[config.mk]
export PLATFORM = sky130hd
export DESIGN_NAME = clsce_queue
export DESIGN_NICKNAME = d
export VERILOG_FILES = /design/src/rtl/clsce_pkg.sv /design/src/rtl/clsce_queue.sv
export SDC_FILE = /design/constraint.sdc
export NUM_CORES = 1
export LEC_CHECK = 0
export BUFFER_PORTS_ARGS = -buffer_cell sky130_fd_sc_hd__buf_2
export CORE_MARGIN = 1
export CORE_UTILIZATION = 50
export CTS_BUF_LIST = sky130_fd_sc_hd__clkbuf_4
export CTS_CLUSTER_DIAMETER = 40
export DETAILED_ROUTE_END_ITERATION = 6
export PLACE_DENSITY_LB_ADDON = 0.2
export SETUP_SLACK_MARGIN = 0.15
export SLEW_MARGIN = 20
export SYNTH_ARGS = -nofsm -noshare
export SYNTH_HDL_FRONTEND = slang
export SYNTH_SLANG_ARGS = --single-unit
export TNS_END_PERCENT = 1
[constraint.sdc]
create_clock -name clk -period 2.9 [get_ports clk]
set_clock_uncertainty 0.1 [all_clocks]
set_input_delay 0.435 -clock clk [delete_from_list [all_inputs] [get_ports clk]]
set_output_delay 0.435 -clock clk [all_outputs]
set_load 0.02 [all_outputs]
[src/rtl/clsce_pkg.sv]
// Shared types and constants of the canvas line, square and copy engine.
package clsce_pkg;

    typedef enum logic [2:0] {
        OP_LINE   = 3'd0,
        OP_SQUARE = 3'd1,
        OP_SHADE  = 3'd2,
        OP_COPY   = 3'd3,
        OP_READ   = 3'd4
    } op_t;

    typedef enum logic [1:0] {
        CMD_DRAW = 2'd0,
        CMD_COPY = 2'd1,
        CMD_READ = 2'd2
    } cmd_kind_t;

    localparam logic [2:0] SHADE_WHITE = 3'd4;

    // One classified command, as handed from the front end to the back end.
    typedef struct packed {
        cmd_kind_t   kind;
        logic        two_d;      // square region rather than a line
        logic        rd_on;      // read coordinates lie on the canvas
        logic [6:0]  row;
        logic [6:0]  col;
        logic [6:0]  trow;
        logic [6:0]  tcol;
        logic signed [1:0] dr;
        logic signed [1:0] dc;
        logic [7:0]  len;        // 1..128
        logic [2:0]  shade;      // shade in force when the command was taken
    } cmd_t;

    typedef enum logic [2:0] {
        BK_IDLE,
        BK_CLEAR,
        BK_READ,
        BK_READ_WAIT,
        BK_COPY_RD,
        BK_COPY_WR,
        BK_WRITE,
        BK_OUT
    } bk_state_t;

endpackage

[src/rtl/clsce_queue.sv]
// Short command queue between the front end and the back end.
module clsce_queue
    import clsce_pkg::*;
(
    input  logic clk,
    input  logic rst_n,
    input  logic push,
    input  cmd_t push_data,
    output logic full,
    input  logic pop,
    output logic empty,
    output cmd_t pop_data
);

    localparam int DEPTH = 4;

    cmd_t       mem_reg [DEPTH];
    logic [1:0] wp_reg, rp_reg;
    logic [2:0] cnt_reg;

    assign full     = (cnt_reg == 3'(DEPTH));
    assign empty    = (cnt_reg == 3'd0);
    assign pop_data = mem_reg[rp_reg];

    always_ff @(posedge clk)
    begin
        if (push && !full)
        begin
            mem_reg[wp_reg] <= push_data;
        end
    end

    always_ff @(posedge clk or negedge rst_n)
    begin
        if (!rst_n)
        begin
            wp_reg  <= '0;
            rp_reg  <= '0;
            cnt_reg <= '0;
        end
        else
        begin
            if (push && !full)
            begin
                wp_reg <= wp_reg + 2'd1;
            end
            if (pop && !empty)
            begin
                rp_reg <= rp_reg + 2'd1;
            end
            cnt_reg <= cnt_reg + 3'(push && !full) - 3'(pop && !empty);
        end
    end

endmodule

==> metrics.md <==
| Metric | Value |
|---|---|
| Die ar. | `15000 um2` |
| Fillers | `991` |
| Most common cell in the synthesized netlist | `edfxtp_1` |
| Main flop type after synthesis | `edfxtp_1` |
| R2r endpoint | `cnt_reg[2]$_DFF_PN0_` |
| Area of the mapped netlist | `7270 um2` |
| Largest net degree at the start of global routing | `42` |
| Synth Register Bits | `195` |
| Grt met1 use | `24.1%` |
| Later-pin clock latency in the skew report | `0.57 ns` |
| Mean area per synthesized cell | `25.3 um2` |
| Met2 Usage GRT | `31.4%` |
| Die Wd | `123 um` |
| Slew Limit Fails | `0` |
| Yosys cell types | `22` |
| Ratio of total power to cell area | `938 nW/um2` |
| Fmax | `382 MHz` |
| Routability cong. | `0.813` |
| Hold crit path type | `input pin to flop` |
| Sequential share of the synthesized area | `80.1%` |
| Routed WL | `12900 um` |
| Core ar. | `14000 um2` |
| Critical Path AT | `2.08 ns` |
| CTS sink cnt | `195` |
| Mean routed wirelength per cell | `19.8 um` |
| MaxCap Viol Count | `0` |
| Post-CTS Resized | `0` |
| Nets | `518` |
| Clk buf depth | `2` |
| Leakage power | `0.00309 uW` |
| Asr flop ratio synth | `3.59%` |
| H-Tree Depth | `4` |
| Post-DRT Antenna Nets | `0` |
| DR iter-0 viols | `249` |
| DRC viols | `0` |
| Final setup viols | `0` |
| Net Count, Synth | `345` |
| Post-route design area | `8850 um2` |
| # rows | `43` |
| IO buf count | `99` |
| Max reg flops | `188` |
| Fin crit period | `2.62 ns` |
| Top post-synthesis cells by area | `edfxtp_1 (78%), mux4_2 (14%), dfrtp_1 (2.4%)` |
| Share of post-route cells with drive strength above 1 | `42.1%` |
| Detailed placement HPWL | `8180 um` |
| EDFF count, synth | `188` |
| Initial Util | `51.8%` |
| Unrepaired setup endpoints after global routing | `false` |
| Vias in the first global route | `3823` |
| Post-DP Area | `8090 um2` |
| R2R Setup Slk | `0.58 ns` |
| Largest area contributor in the netlist | `edfxtp_1` |
| Hold Crit Start | `pop` |
| Via total after detailed routing | `3492` |
| R2R Path Start | `cnt_reg[1]$_DFF_PN0_` |
| I/O pin cnt | `100` |
| Final Cycle Share | `90.3%` |
| Vias per inst | `5.34` |
| CP Launch Point | `rp_reg[1]$_DFFE_PN0P_` |
| Die height | `123 um` |
| Outcome | `complete, no violations` |
| Startpoint Class | `flop` |
| Synth top cells by count | `edfxtp_1 (188), mux4_2 (45), dfrtp_1 (7)` |
| Worst IR Drop VDD | `0.384 mV` |
| Measured slew at the worst slew-check pin | `0.512 ns` |
| Cells after Synth | `287` |
| First-pass GRT wire length | `20200 um` |
| Synth warn | `0` |
| WP data required | `2.37 ns` |
| Top Usage Layer GRT | `met2` |
| GRT overflow | `0` |
| M3 GR Usage | `5.30%` |
| Inserted Clock Buffers | `17` |
| Worst setup endpoint | `pop_data[31]` |
| Crit path capture type | `output port` |
| Worst Path Max Fanout | `16` |
| Antenna violations before repair | `1` |
| Worst-path clk slew | `0.14 ns` |
| Area Overhead vs Synth | `21.7%` |
| Fin. Hold Viols | `0` |
| CTS root buf | `clkbuf_4` |
| Area share of the largest cell type after synthesis | `77.6%` |
| Initial DRT Pass Iterations | `4` |
| Max-slew headroom | `65.9%` |
| CTS tree | `yes` |
| Crit path kind | `flop to output port` |
| R2R cell count | `8` |
| Total track usage | `19.1%` |
| Setup TNS | `0 ns` |
-- metal layers --
layer,share of wire (%),wire (um)
met1,42,5490
met4,1.7,219
met3,5.2,668
met5,0,0
met2,51,6570
-- through the flow --
step | util (%) | hold WS (ns) | total power [uW] | cells | worst slack (ns)
2_1_floorplan | - | 0.0394 | 6040 | 287 | 0.483
3_3_place_gp | 57.6 | 0.179 | 7000 | 570 | 0.680
3_5_place_dp | 57.6 | 0.184 | 7060 | 570 | 0.631
4_1_cts | 63.0 | 0.0257 | 8420 | 653 | 0.207
5_1_grt | 63.0 | 0.0379 | 8740 | 654 | 0.159
6_report | 63.0 | 0.0851 | 8300 | 654 | 0.280
-- where the power goes --
group	switching, uW	total, uW	internal (uW)	leakage [uW]
logic	1690	3050	1370	0.00115
registers	240	3950	3710	0.00180
clock network	867	1300	428	0.000133
total	2790	8300	5500	0.00309
-- logic make-up (layout without fill, tap and decap cells) --
kind of cell             Yosys count  after routing  synth area share, %
buffers and inverters             17            203                 1.63
adder cells (fa/ha/maj)            7              7                 1.31
flip-flops                       195            195                 80.1
multiplexers                      47             47                 14.7
XOR/XNOR                           4              4                0.482
other                              0              1                    0
AND/OR/NAND/NOR                   13             13                 1.43
AO/OA/AOI/OAI                      4              4                0.430
-- cell type report --
type | instances | area (um2) | share of cell area (%)
clock buffer | 18 | 135 | 1.53
timing repair buffer | 165 | 1190 | 13.4
inverter | 6 | 22.5 | 0.255
sequential | 195 | 5830 | 65.8
multi-input combinational | 75 | 1340 | 15.1
tap | 180 | 225 | 2.55
clock inverter | 14 | 115 | 1.30
antenna | 1 | 2.50 | 0.0283
-- how the worst min path moves through the flow --
stage / cells after the start / to / slack [ns]
2_1_floorplan: 0 / cnt_reg[0]$_DFF_PN0_ / 0.04
3_3_place_gp: 1 / wp_reg[1]$_DFFE_PN0P_ / 0.18
3_5_place_dp: 1 / wp_reg[1]$_DFFE_PN0P_ / 0.18
4_1_cts: 3 / rp_reg[0]$_DFFE_PN0P_ / 0.03
5_1_grt: 3 / wp_reg[1]$_DFFE_PN0P_ / 0.04
6_report: 3 / rp_reg[0]$_DFFE_PN0P_ / 0.09
-- cells in the final DEF (no fill, tap or decap), types with 2 or more instances in the layout --
cell type,n
xnor2_1,4
and3b_2,4
clkinv_2,4
clkinv_1,2
buf_2,99
clkbuf_4,18
inv_1,6
dfrtp_1,5
buf_4,12
clkinv_4,3
buf_12,6
nand2b_1,4
ha_1,6
mux4_1,2
o211ai_1,2
clkinvlp_4,3
mux4_2,45
nand4bb_1,2
edfxtp_1,188
dlygate4sd3_1,48
-- critical path: stages, from the launching register on --
cell and delay [ns]:
dfrtp_2 0.72, buf_4 0.29, mux4_2 0.32, buf_2 0.18
-- repair_timing --
| item | in CTS | in global routing |
|---|---|---|
| hold buffers | 48 | 0 |
| endpoints found under the setup margin | 34 | 0 |
| setup buffers | 3 | 0 |
| hold endpoints to repair | 195 | 0 |
(Power assumes the default switching activity.)
