--- src/rtl/clsce_pkg.sv ---
// Shared types and constants of the canvas line, square and copy engine.
package clsce_pkg;

    typedef enum logic [2:0] {
        OP_LINE   = 3'd0,
        OP_SQUARE = 3'd1,
        OP_SHADE  = 3'd2,
        OP_COPY   = 3'd3,
        OP_READ   = 3'd4
    } op_t;

    typedef enum logic [1:0] {
        CMD_DRAW = 2'd0,
        CMD_COPY = 2'd1,
        CMD_READ = 2'd2
    } cmd_kind_t;

    localparam logic [2:0] SHADE_WHITE = 3'd4;

    // One classified command, as handed from the front end to the back end.
    typedef struct packed {
        cmd_kind_t   kind;
        logic        two_d;      // square region rather than a line
        logic        rd_on;      // read coordinates lie on the canvas
        logic [6:0]  row;
        logic [6:0]  col;
        logic [6:0]  trow;
        logic [6:0]  tcol;
        logic signed [1:0] dr;
        logic signed [1:0] dc;
        logic [7:0]  len;        // 1..128
        logic [2:0]  shade;      // shade in force when the command was taken
    } cmd_t;

    typedef enum logic [2:0] {
        BK_IDLE,
        BK_CLEAR,
        BK_READ,
        BK_READ_WAIT,
        BK_COPY_RD,
        BK_COPY_WR,
        BK_WRITE,
        BK_OUT
    } bk_state_t;

endpackage

--- src/rtl/clsce_front.sv ---
// Front end: takes commands, resolves heading and bounds, keeps the current shade.
module clsce_front
    import clsce_pkg::*;
#(
    parameter int ROWS = 32,
    parameter int COLS = 64
) (
    input  logic        clk,
    input  logic        rst_n,
    input  logic        in_valid,
    output logic        in_ready,
    input  logic [2:0]  operation,
    input  logic [6:0]  org_row,
    input  logic [6:0]  org_col,
    input  logic signed [7:0]  length,
    input  logic signed [10:0] direction,
    input  logic [6:0]  dst_row,
    input  logic [6:0]  dst_col,
    input  logic signed [3:0]  shade_change,
    output logic        q_push,
    output cmd_t        q_data,
    input  logic        q_full
);

    logic [2:0]         shade_reg, shade_next;
    logic signed [11:0] d_adj;
    logic [8:0]         rem_mag;
    logic [11:0]        d_abs;
    logic               d_neg;
    logic [7:0]         len_abs;
    logic               hd_ok, hd_diag, axis;
    logic signed [1:0]  dr, dc;
    logic signed [9:0]  er, ec, etr, etc_;
    logic               start_on, targ_on, end_on, tend_on;
    logic signed [4:0]  s_sum;
    logic               accept;
    logic               issue;
    op_t                op;

    assign in_ready = !q_full;
    assign accept   = in_valid && in_ready;
    assign op       = op_t'(operation);

    always_comb
    begin
        len_abs = length[7] ? 8'(-length) : 8'(length);
        d_adj   = 12'(direction) + (length[7] ? 12'sd180 : 12'sd0);
        d_neg   = d_adj[11];
        d_abs   = d_neg ? 12'(-d_adj) : 12'(d_adj);
        // Magnitude below 1204, so at most three subtractions of 360.
        rem_mag = 9'(d_abs >= 12'd1080 ? d_abs - 12'd1080 :
                     d_abs >= 12'd720  ? d_abs - 12'd720  :
                     d_abs >= 12'd360  ? d_abs - 12'd360  : d_abs);
        axis = (rem_mag == 9'd0) || (rem_mag == 9'd90) || (rem_mag == 9'd180) ||
               (rem_mag == 9'd270);
        hd_ok   = 1'b1;
        hd_diag = 1'b0;
        dr      = 2'sd0;
        dc      = 2'sd0;
        if (d_neg && rem_mag != 9'd0)
        begin
            hd_ok = 1'b0;
        end
        else
        begin
            case (rem_mag)
                9'd0:   begin dr = -2'sd1; end
                9'd90:  begin dc = 2'sd1; end
                9'd180: begin dr = 2'sd1; end
                9'd270: begin dc = -2'sd1; end
                9'd45:  begin dr = -2'sd1; dc = 2'sd1;  hd_diag = 1'b1; end
                9'd135: begin dr = 2'sd1;  dc = 2'sd1;  hd_diag = 1'b1; end
                9'd225: begin dr = 2'sd1;  dc = -2'sd1; hd_diag = 1'b1; end
                9'd315: begin dr = -2'sd1; dc = -2'sd1; hd_diag = 1'b1; end
                default: hd_ok = 1'b0;
            endcase
        end
        er   = 10'(org_row) + ((dr == 2'sd0) ? 10'sd0 :
               (dr[1] ? -10'(len_abs - 8'd1) : 10'(len_abs - 8'd1)));
        ec   = 10'(org_col) + ((dc == 2'sd0) ? 10'sd0 :
               (dc[1] ? -10'(len_abs - 8'd1) : 10'(len_abs - 8'd1)));
        etr  = 10'(dst_row) + ((dr == 2'sd0) ? 10'sd0 :
               (dr[1] ? -10'(len_abs - 8'd1) : 10'(len_abs - 8'd1)));
        etc_ = 10'(dst_col) + ((dc == 2'sd0) ? 10'sd0 :
               (dc[1] ? -10'(len_abs - 8'd1) : 10'(len_abs - 8'd1)));
        start_on = (32'(org_row) < ROWS) && (32'(org_col) < COLS);
        targ_on  = (32'(dst_row) < ROWS) && (32'(dst_col) < COLS);
        end_on   = !er[9] && !ec[9] && (32'(er) < ROWS) && (32'(ec) < COLS);
        tend_on  = !etr[9] && !etc_[9] && (32'(etr) < ROWS) && (32'(etc_) < COLS);
        s_sum    = 5'(signed'({2'b00, shade_reg})) + 5'(shade_change);
    end

    always_comb
    begin
        shade_next = shade_reg;
        issue      = 1'b0;
        q_data       = '0;
        q_data.kind  = CMD_DRAW;
        q_data.row   = org_row;
        q_data.col   = org_col;
        q_data.trow  = dst_row;
        q_data.tcol  = dst_col;
        q_data.dr    = dr;
        q_data.dc    = dc;
        q_data.len   = len_abs;
        q_data.shade = shade_reg;
        q_data.rd_on = start_on;
        case (op)
            OP_LINE:
            begin
                issue = hd_ok && start_on && end_on && len_abs != 8'd0;
            end
            OP_SQUARE:
            begin
                q_data.two_d = hd_diag;
                issue = hd_ok && start_on && end_on && len_abs != 8'd0;
            end
            OP_COPY:
            begin
                q_data.kind  = CMD_COPY;
                q_data.two_d = hd_diag;
                issue = hd_ok && start_on && end_on && targ_on && tend_on &&
                        len_abs != 8'd0;
            end
            OP_READ:
            begin
                q_data.kind = CMD_READ;
                issue = 1'b1;
            end
            OP_SHADE:
            begin
                if (!s_sum[4] && s_sum <= 5'sd4)
                begin
                    shade_next = s_sum[2:0];
                end
            end
            default: issue = 1'b0;
        endcase
        // A square needs a diagonal heading unless it falls back to a line.
        if (op == OP_SQUARE && !hd_diag && !axis)
        begin
            issue = 1'b0;
        end
        q_push = accept && issue;
    end

    always_ff @(posedge clk or negedge rst_n)
    begin
        if (!rst_n)
        begin
            shade_reg <= 3'd0;
        end
        else if (accept)
        begin
            shade_reg <= shade_next;
        end
    end

endmodule

--- config.mk ---
export PLATFORM = sky130hd
export DESIGN_NAME = clsce_front
export DESIGN_NICKNAME = d
export VERILOG_FILES = /design/src/rtl/clsce_pkg.sv /design/src/rtl/clsce_front.sv
export SDC_FILE = /design/constraint.sdc
export NUM_CORES = 1
export LEC_CHECK = 0
export BUFFER_PORTS_ARGS = -buffer_cell sky130_fd_sc_hd__buf_4
export CAP_MARGIN = 20
export CORE_UTILIZATION = 27
export DETAILED_ROUTE_END_ITERATION = 7
export GPL_TIMING_DRIVEN = 0
export PLACE_DENSITY = 0.55
export SYNTH_ARGS = -nofsm -noshare
export SYNTH_HDL_FRONTEND = slang
export SYNTH_SLANG_ARGS = --single-unit
--- constraint.sdc ---
create_clock -name clk -period 11.7 [get_ports clk]
set_input_delay 0 -clock clk [delete_from_list [all_inputs] [get_ports clk]]
set_output_delay 0 -clock clk [all_outputs]
set_load 0.03 [all_outputs]
==> results of run 1 <==
[power groups by stage]
stage / sequential [uW] / clock [uW] / combinational [uW]
6_report: 18.2 / 54.3 / 307
5_1_grt: 18.9 / 55.7 / 339
4_1_cts: 18.5 / 54.6 / 306
3_5_place_dp: 18.3 / 0 / 303
3_3_place_gp: 18.1 / 0 / 298
2_1_floorplan: 25.0 / 0 / 210
[cell usage in the layout (no fill, tap or decap), types with 8 or more instances in the layout]
master	n
nor2b_1	9
nor2_1	45
xor2_1	9
nand4_1	8
a21oi_1	37
o22ai_1	8
nand2_1	37
inv_1	35
nand3_1	24
a211oi_1	8
o21ai_0	19
nand2b_1	13
buf_4	137
and2_1	10
nor3_1	15
or3_1	10
xnor2_1	26
nor4_1	10
o211ai_1	9
ha_1	43
[metrics by stage]
stage | total power [uW] | hold slack (ps)
floorplan | 235 | -296
global placement | 316 | -210
detailed placement | 321 | -208
CTS | 379 | 123
global route | 413 | 137
finish | 380 | 125
[critical path, delay by kind of cell]
kind                       cells  cell delay, ps
AOI/OAI and AO/OA             16            4120
and+or+nand+nor               12            2180
buffers and inverters          5            1100
adders and majority gates      3             990
xor gates and xnor gates       2             620
[what timing repair did]
item,CTS,global route
hold buffers,1,0
gates resized for setup,0,0
endpoints found under the hold margin,3,0
[worst max path at each step]
stage,from,to,slack (ps),cells after the start
after global placement,length[7],q_push,2980,39
after global routing,length[7],q_push,1980,38
after CTS,length[7],q_push,2820,39
after floorplan,length[7],q_push,4210,37
final,length[7],q_push,2700,38
after detailed placement,length[7],q_push,2870,39
[area by class of cell]
type	instances	share of cell area, %
Clock buffer	4	1.56
Sequential cell	3	1.48
Inverter	36	2.72
Tap cell	180	4.45
Timing Repair Buffer	105	15.6
Buffer	46	6.31
Multi-Input combinational cell	485	67.8
[per-layer routing]
metal	global-route usage [%]	share of wire, %	vias up
li1	-	-	2345
met3	0.600	3.8	8
met1	23.9	50	2099
met5	0	0	-
met2	26.7	46	130
met4	1.13	0.54	0
[kinds of logic (layout without fill, tap and decap cells)]
group	Yosys count	after routing
and+or+nand+nor	220	220
AOI/OAI and AO/OA	178	178
buffers and inverters	82	191
adders and majority gates	44	44
xor gates and xnor gates	35	35
muxes	8	8
DFF	3	3
==> out/results.txt, run 1 <==
TritonCTS clock tree - done
RSZ-0062 raised after global routing - no
Die Ht - 123 um
Largest net degree at the start of global routing - 13
Largest family of logic cells by synthesized area - compound AO/OA/AOI/OAI gates
Multi-input logic area - 0.00343 mm^2
Final hold violation count - 0
Part of the cycle the worst path needs - 76.9%
Crit path kind - input port to output port
Flops & latches, synth - 3
Pre-CTS WS - 2870 ps
Dominant synthesized flop cell - dfrtp_1
Crit Reg-Reg Startpoint - shade_reg[0]$_DFFE_PN0P_
Finished Core Util - 35.9%
Overflow after GRT - 0
Final WS setup - 2700 ps
Simple-gate share of the synthesized area - 29.8%
Part of the power in registers - 4.8%
FF-to-FF setup slack - 9500 ps
EDFF count, synth - 0
Slew margin rel. - 44.5%
CTS Buf Count - 3
CP endpoint kind - output port
Synth top cells by count - 45 x nor2_1, 43 x ha_1, 37 x a21oi_1, 37 x nand2_1, 35 x inv_1
Antenna-violating nets left - 0
Register area - 75.1 um^2
Reg clk slew, reported paths - 30 ps
Area added between synthesis and finish - 27.6%
Non-Filler Instances - 859
Share of post-route cells with drive strength above 1 - 27.1%
Total track usage - 16.1%
Arr. time, crit path - 9000 ps
Die width - 123 um
Reg2Reg Capture Point - shade_reg[0]$_DFFE_PN0P_
Top post-synthesis cells by area - ha_1 14%, buf_4 6.3%, xnor2_1 5.7%, a21oi_1 4.7%, nor2_1 4.3%
Initial antenna violation count - 0
Setup TNS - 0 ps
Starting Density - 28.1%
Number of buffers added on ports - 104
Post-synth design cell area - 0.00396 mm^2
H-tree levels - 1
DR iter-0 viols - 295
Clk sink count - 3
Post-CTS Setup Repair Bufs - 0
Ant diodes - 0
Req. time, crit path - 11700 ps
Core area - 0.0141 mm^2
Detailed Route WL - 12500 um
Slowest stage delay, CP - 520 ps
Yosys cell types - 92
Worst Setup Start Kind - input port
Placed cell area - 0.00497 mm^2
Clk_skew - 2.10 ps
WL per Instance - 14.6 um
Status - complete, no violations
Worst vdd ir - 0.0400 mV
Final HPWL DP - 10600 um
Minimum clock period - 9000 ps
Fillcell total - 1509
Synth Area in Compound Gates - 32.9%
Clock Tree Root - clkbuf_16
Post-synthesis xor/xnor area fraction - 7.73%
PD cells - 75.1 mW/mm^2
Clk_lat worst skew - 220 ps
Finished Cell Area - 0.00506 mm^2
CTS Buffer Depth - 2
Number of global-route vias before repair - 4136
Area leader, netlist - ha_1
Yosys top cell area share - 13.6%
Hold Path Class - input port to async pin
R2R cell count - 9
Syn nets - 672
Floorplan row count - 43
Placed Cells - 854
Max-cap violation count - 0
Via density per instance - 5.33
Final nets - 782
Mux share of post-synthesis cell area - 2.11%
Total vias in the final route - 4582
Clock share of power - 14.3%
Switching part of the total power - 51.7%
Crit-path slowest cell - o31ai_1
Max Slew Vio Count - 0
Max reg flops - 3
F_max - 0.111 GHz
Synth Area per Inst - 6.95 um^2
First-pass GRT wire length - 20100 um
DRT Pass-1 Iters - 5
Cell internal pwr - 184 uW
# DRC - 0
Asr flop ratio synth - 100%
Max FO, Critical Path - 12
I/O pin total - 107
P_sw - 196 uW
Routability Congestion - 0.910
Least-Margin Pin Slew - 826 ps
Most numerous cell in the Yosys netlist - nor2_1
Post-Synthesis Cells - 570
Static leakage - 0.00227 uW
Die area - 0.0152 mm^2
Setup violators final - 0
Combinational Power Share - 80.9%
Yosys warnings - 0
Top cell by count, worst path - nor2_1
Adder-Cell Fraction of Synth Area - 14.1%
Post-synthesis sequential area ratio - 1.89%
Power figures use the tool's default switching activity.
==> inputs of run 2 (changes only) <==
clock period = 8.3 ns   (was 11.7 ns; I/O delays follow)
==> out/results.txt, run 2 (synthesized netlist as in run 1, its figures left out) <==
Ant diodes - 0 (unchanged)
Most common cell after layout, fill and taps aside - buf_4
Fillcell total - 1505 (-0.27%)
I/O pin total - 107 (unchanged)
Worst Setup Start Kind - input port
Clock Tree Root - clkbuf_16
Finished Core Util - 37.4% (+1.5 points)
Slowest stage delay, CP - 430 ps (-90 ps)
Clk_lat worst skew - 220 ps (about the same)
Crit path kind - input port to output port
Initial antenna violation count - 0 (unchanged)
Max Slew Vio Count - 0 (unchanged)
Max reg flops - 3 (unchanged)
Core area - 0.0141 mm^2 (unchanged)
Final HPWL DP - 10600 um (unchanged)
Number of buffers added on ports - 104 (unchanged)
Arr. time, crit path - 7850 ps (-1150 ps)
Floorplan row count - 43 (unchanged)
TritonCTS clock tree - done
Share of post-route cells with drive strength above 1 - 31.6% (+4.5 points)
Final hold violation count - 0 (unchanged)
CTS Buf Count - 3 (unchanged)
Worst vdd ir - 0.0564 mV (+41%)
Setup violators final - 0 (unchanged)
Placed cell area - 0.00497 mm^2 (unchanged)
H-tree levels - 1 (unchanged)
Die Ht - 123 um (unchanged)
Minimum clock period - 7850 ps
Total track usage - 16.2% (+0.073 points)
Reg clk slew, reported paths - 30 ps (about the same)
Final nets - 789 (+0.90%)
First-pass GRT wire length - 20200 um (+0.38%)
Max-cap violation count - 0 (unchanged)
Clk sink count - 3 (unchanged)
Least-Margin Pin Slew - 836 ps (+9.59 ps)
Finished Cell Area - 0.00528 mm^2 (+4.3%)
Pre-CTS WS - -525 ps (-3400 ps)
DRT Pass-1 Iters - 5 (unchanged)
Clk_skew - 2.10 ps (-0.00803 ps)
Static leakage - 0.00234 uW (+3.2%)
Overflow after GRT - 0 (unchanged)
Most frequent cells in the layout - 145 x buf_4, 43 x ha_1, 41 x nor2_1
Req. time, crit path - 8300 ps (-3400 ps)
Via density per instance - 5.31 (-0.46%)
Number of global-route vias before repair - 4151 (+0.36%)
CP endpoint kind - output port
WL per Instance - 14.7 um (+1.2%)
Max FO, Critical Path - 12 (unchanged)
RSZ-0062 raised after global routing - no
Total power draw - 579 uW (+52%)
Die width - 123 um (unchanged)
Slew margin rel. - 43.9% (-0.64 points)
Detailed Route WL - 12800 um (+2.0%)
Starting Density - 28.1% (unchanged)
Hold Path Class - input port to async pin
F_max - 0.127 GHz
Antenna-violating nets left - 0 (unchanged)
Total vias in the final route - 4598 (+0.35%)
Status - complete, no violations
Crit-path slowest cell - or3_4
PD cells - 110 mW/mm^2 (+46%)
CTS Buffer Depth - 2 (unchanged)
Final WS setup - 450 ps (-2250 ps)
Setup TNS - 0 ps (unchanged)
Part of the cycle the worst path needs - 94.6%
Die area - 0.0152 mm^2 (unchanged)
DR iter-0 viols - 225 (-24%)
# DRC - 0 (unchanged)
Routability Congestion - 0.910 (unchanged)
Largest net degree at the start of global routing - 13 (unchanged)
Area added between synthesis and finish - 33.1%
-- run 2: cell types whose count changed in the layout (fill, tap and decap cells not counted), sizes merged --
| cell | delta |
|---|---|
| buf | +8 |
| clkbuf | -1 |
-- run 2: per-stage QoR --
| step | hold WS, ps | cells |
|---|---|---|
| 2_1_floorplan | -296 | 570 |
| 3_3_place_gp | -210 | 854 |
| 3_5_place_dp | -208 | 854 |
| 4_1_cts | 123 | 860 |
| 5_1_grt | 137 | 866 |
| 6_report | 125 | 866 |
-- run 2: critical path: cells and delay by family --
family / cells / cell delay (ps)
AOI/OAI and AO/OA: 15 / 3310
adders and majority gates: 3 / 870
buffers and inverters: 5 / 800
and+or+nand+nor: 12 / 2470
xor gates and xnor gates: 2 / 410
-- run 2: power by group --
part	switching, uW	internal, uW	total (uW)
clock	13.2	63.4	76.6
combinational	280	197	477
sequential	5.45	20.2	25.7
total	299	281	579
-- run 2: worst paths after layout --
check / start / end / slack (ps) / cells past startpoint
setup / recovery: length[7] / q_push / 450 / 37
setup reg to reg: shade_reg[0]$_DFFE_PN0P_ / shade_reg[0]$_DFFE_PN0P_ / 6100 / 9
max in group asynchronous: rst_n / shade_reg[1]$_DFFE_PN0P_ / 8080 / 2
min in group clk: shade_change[0] / shade_reg[0]$_DFFE_PN0P_ / 180 / 3
hold / removal: rst_n / shade_reg[0]$_DFFE_PN0P_ / 130 / 2
hold reg to reg: shade_reg[2]$_DFFE_PN0P_ / shade_reg[2]$_DFFE_PN0P_ / 560 / 1
-- run 2: cell type report --
class,count,area (um^2),share of cell area [%]
well taps,180,225,4.27
flip-flops and latches,3,75.1,1.42
inverters,36,138,2.61
clock buffers,4,78.8,1.49
repair buffers,113,851,16.1
multi-input cells,485,3590,68.1
plain buffers,45,315,5.98
-- run 2: per-layer routing --
metal  vias to the layer above  global-route usage (%)  wire [um]
met1                      2113                    23.9       6260
met4                         0                    1.05         44
met2                       118                    27.0       6010
met3                         4                   0.600        447
met5                         -                       0          0
li1                       2363                       -          -
-- run 2: repair_timing --
action	CTS	global route
endpoints found under the setup margin	1	1
resized for setup	15	20
cloned	0	0
buffers inserted	1	7
pin swaps	1	4
hold buffers	1	0
hold endpoints to repair	3	0
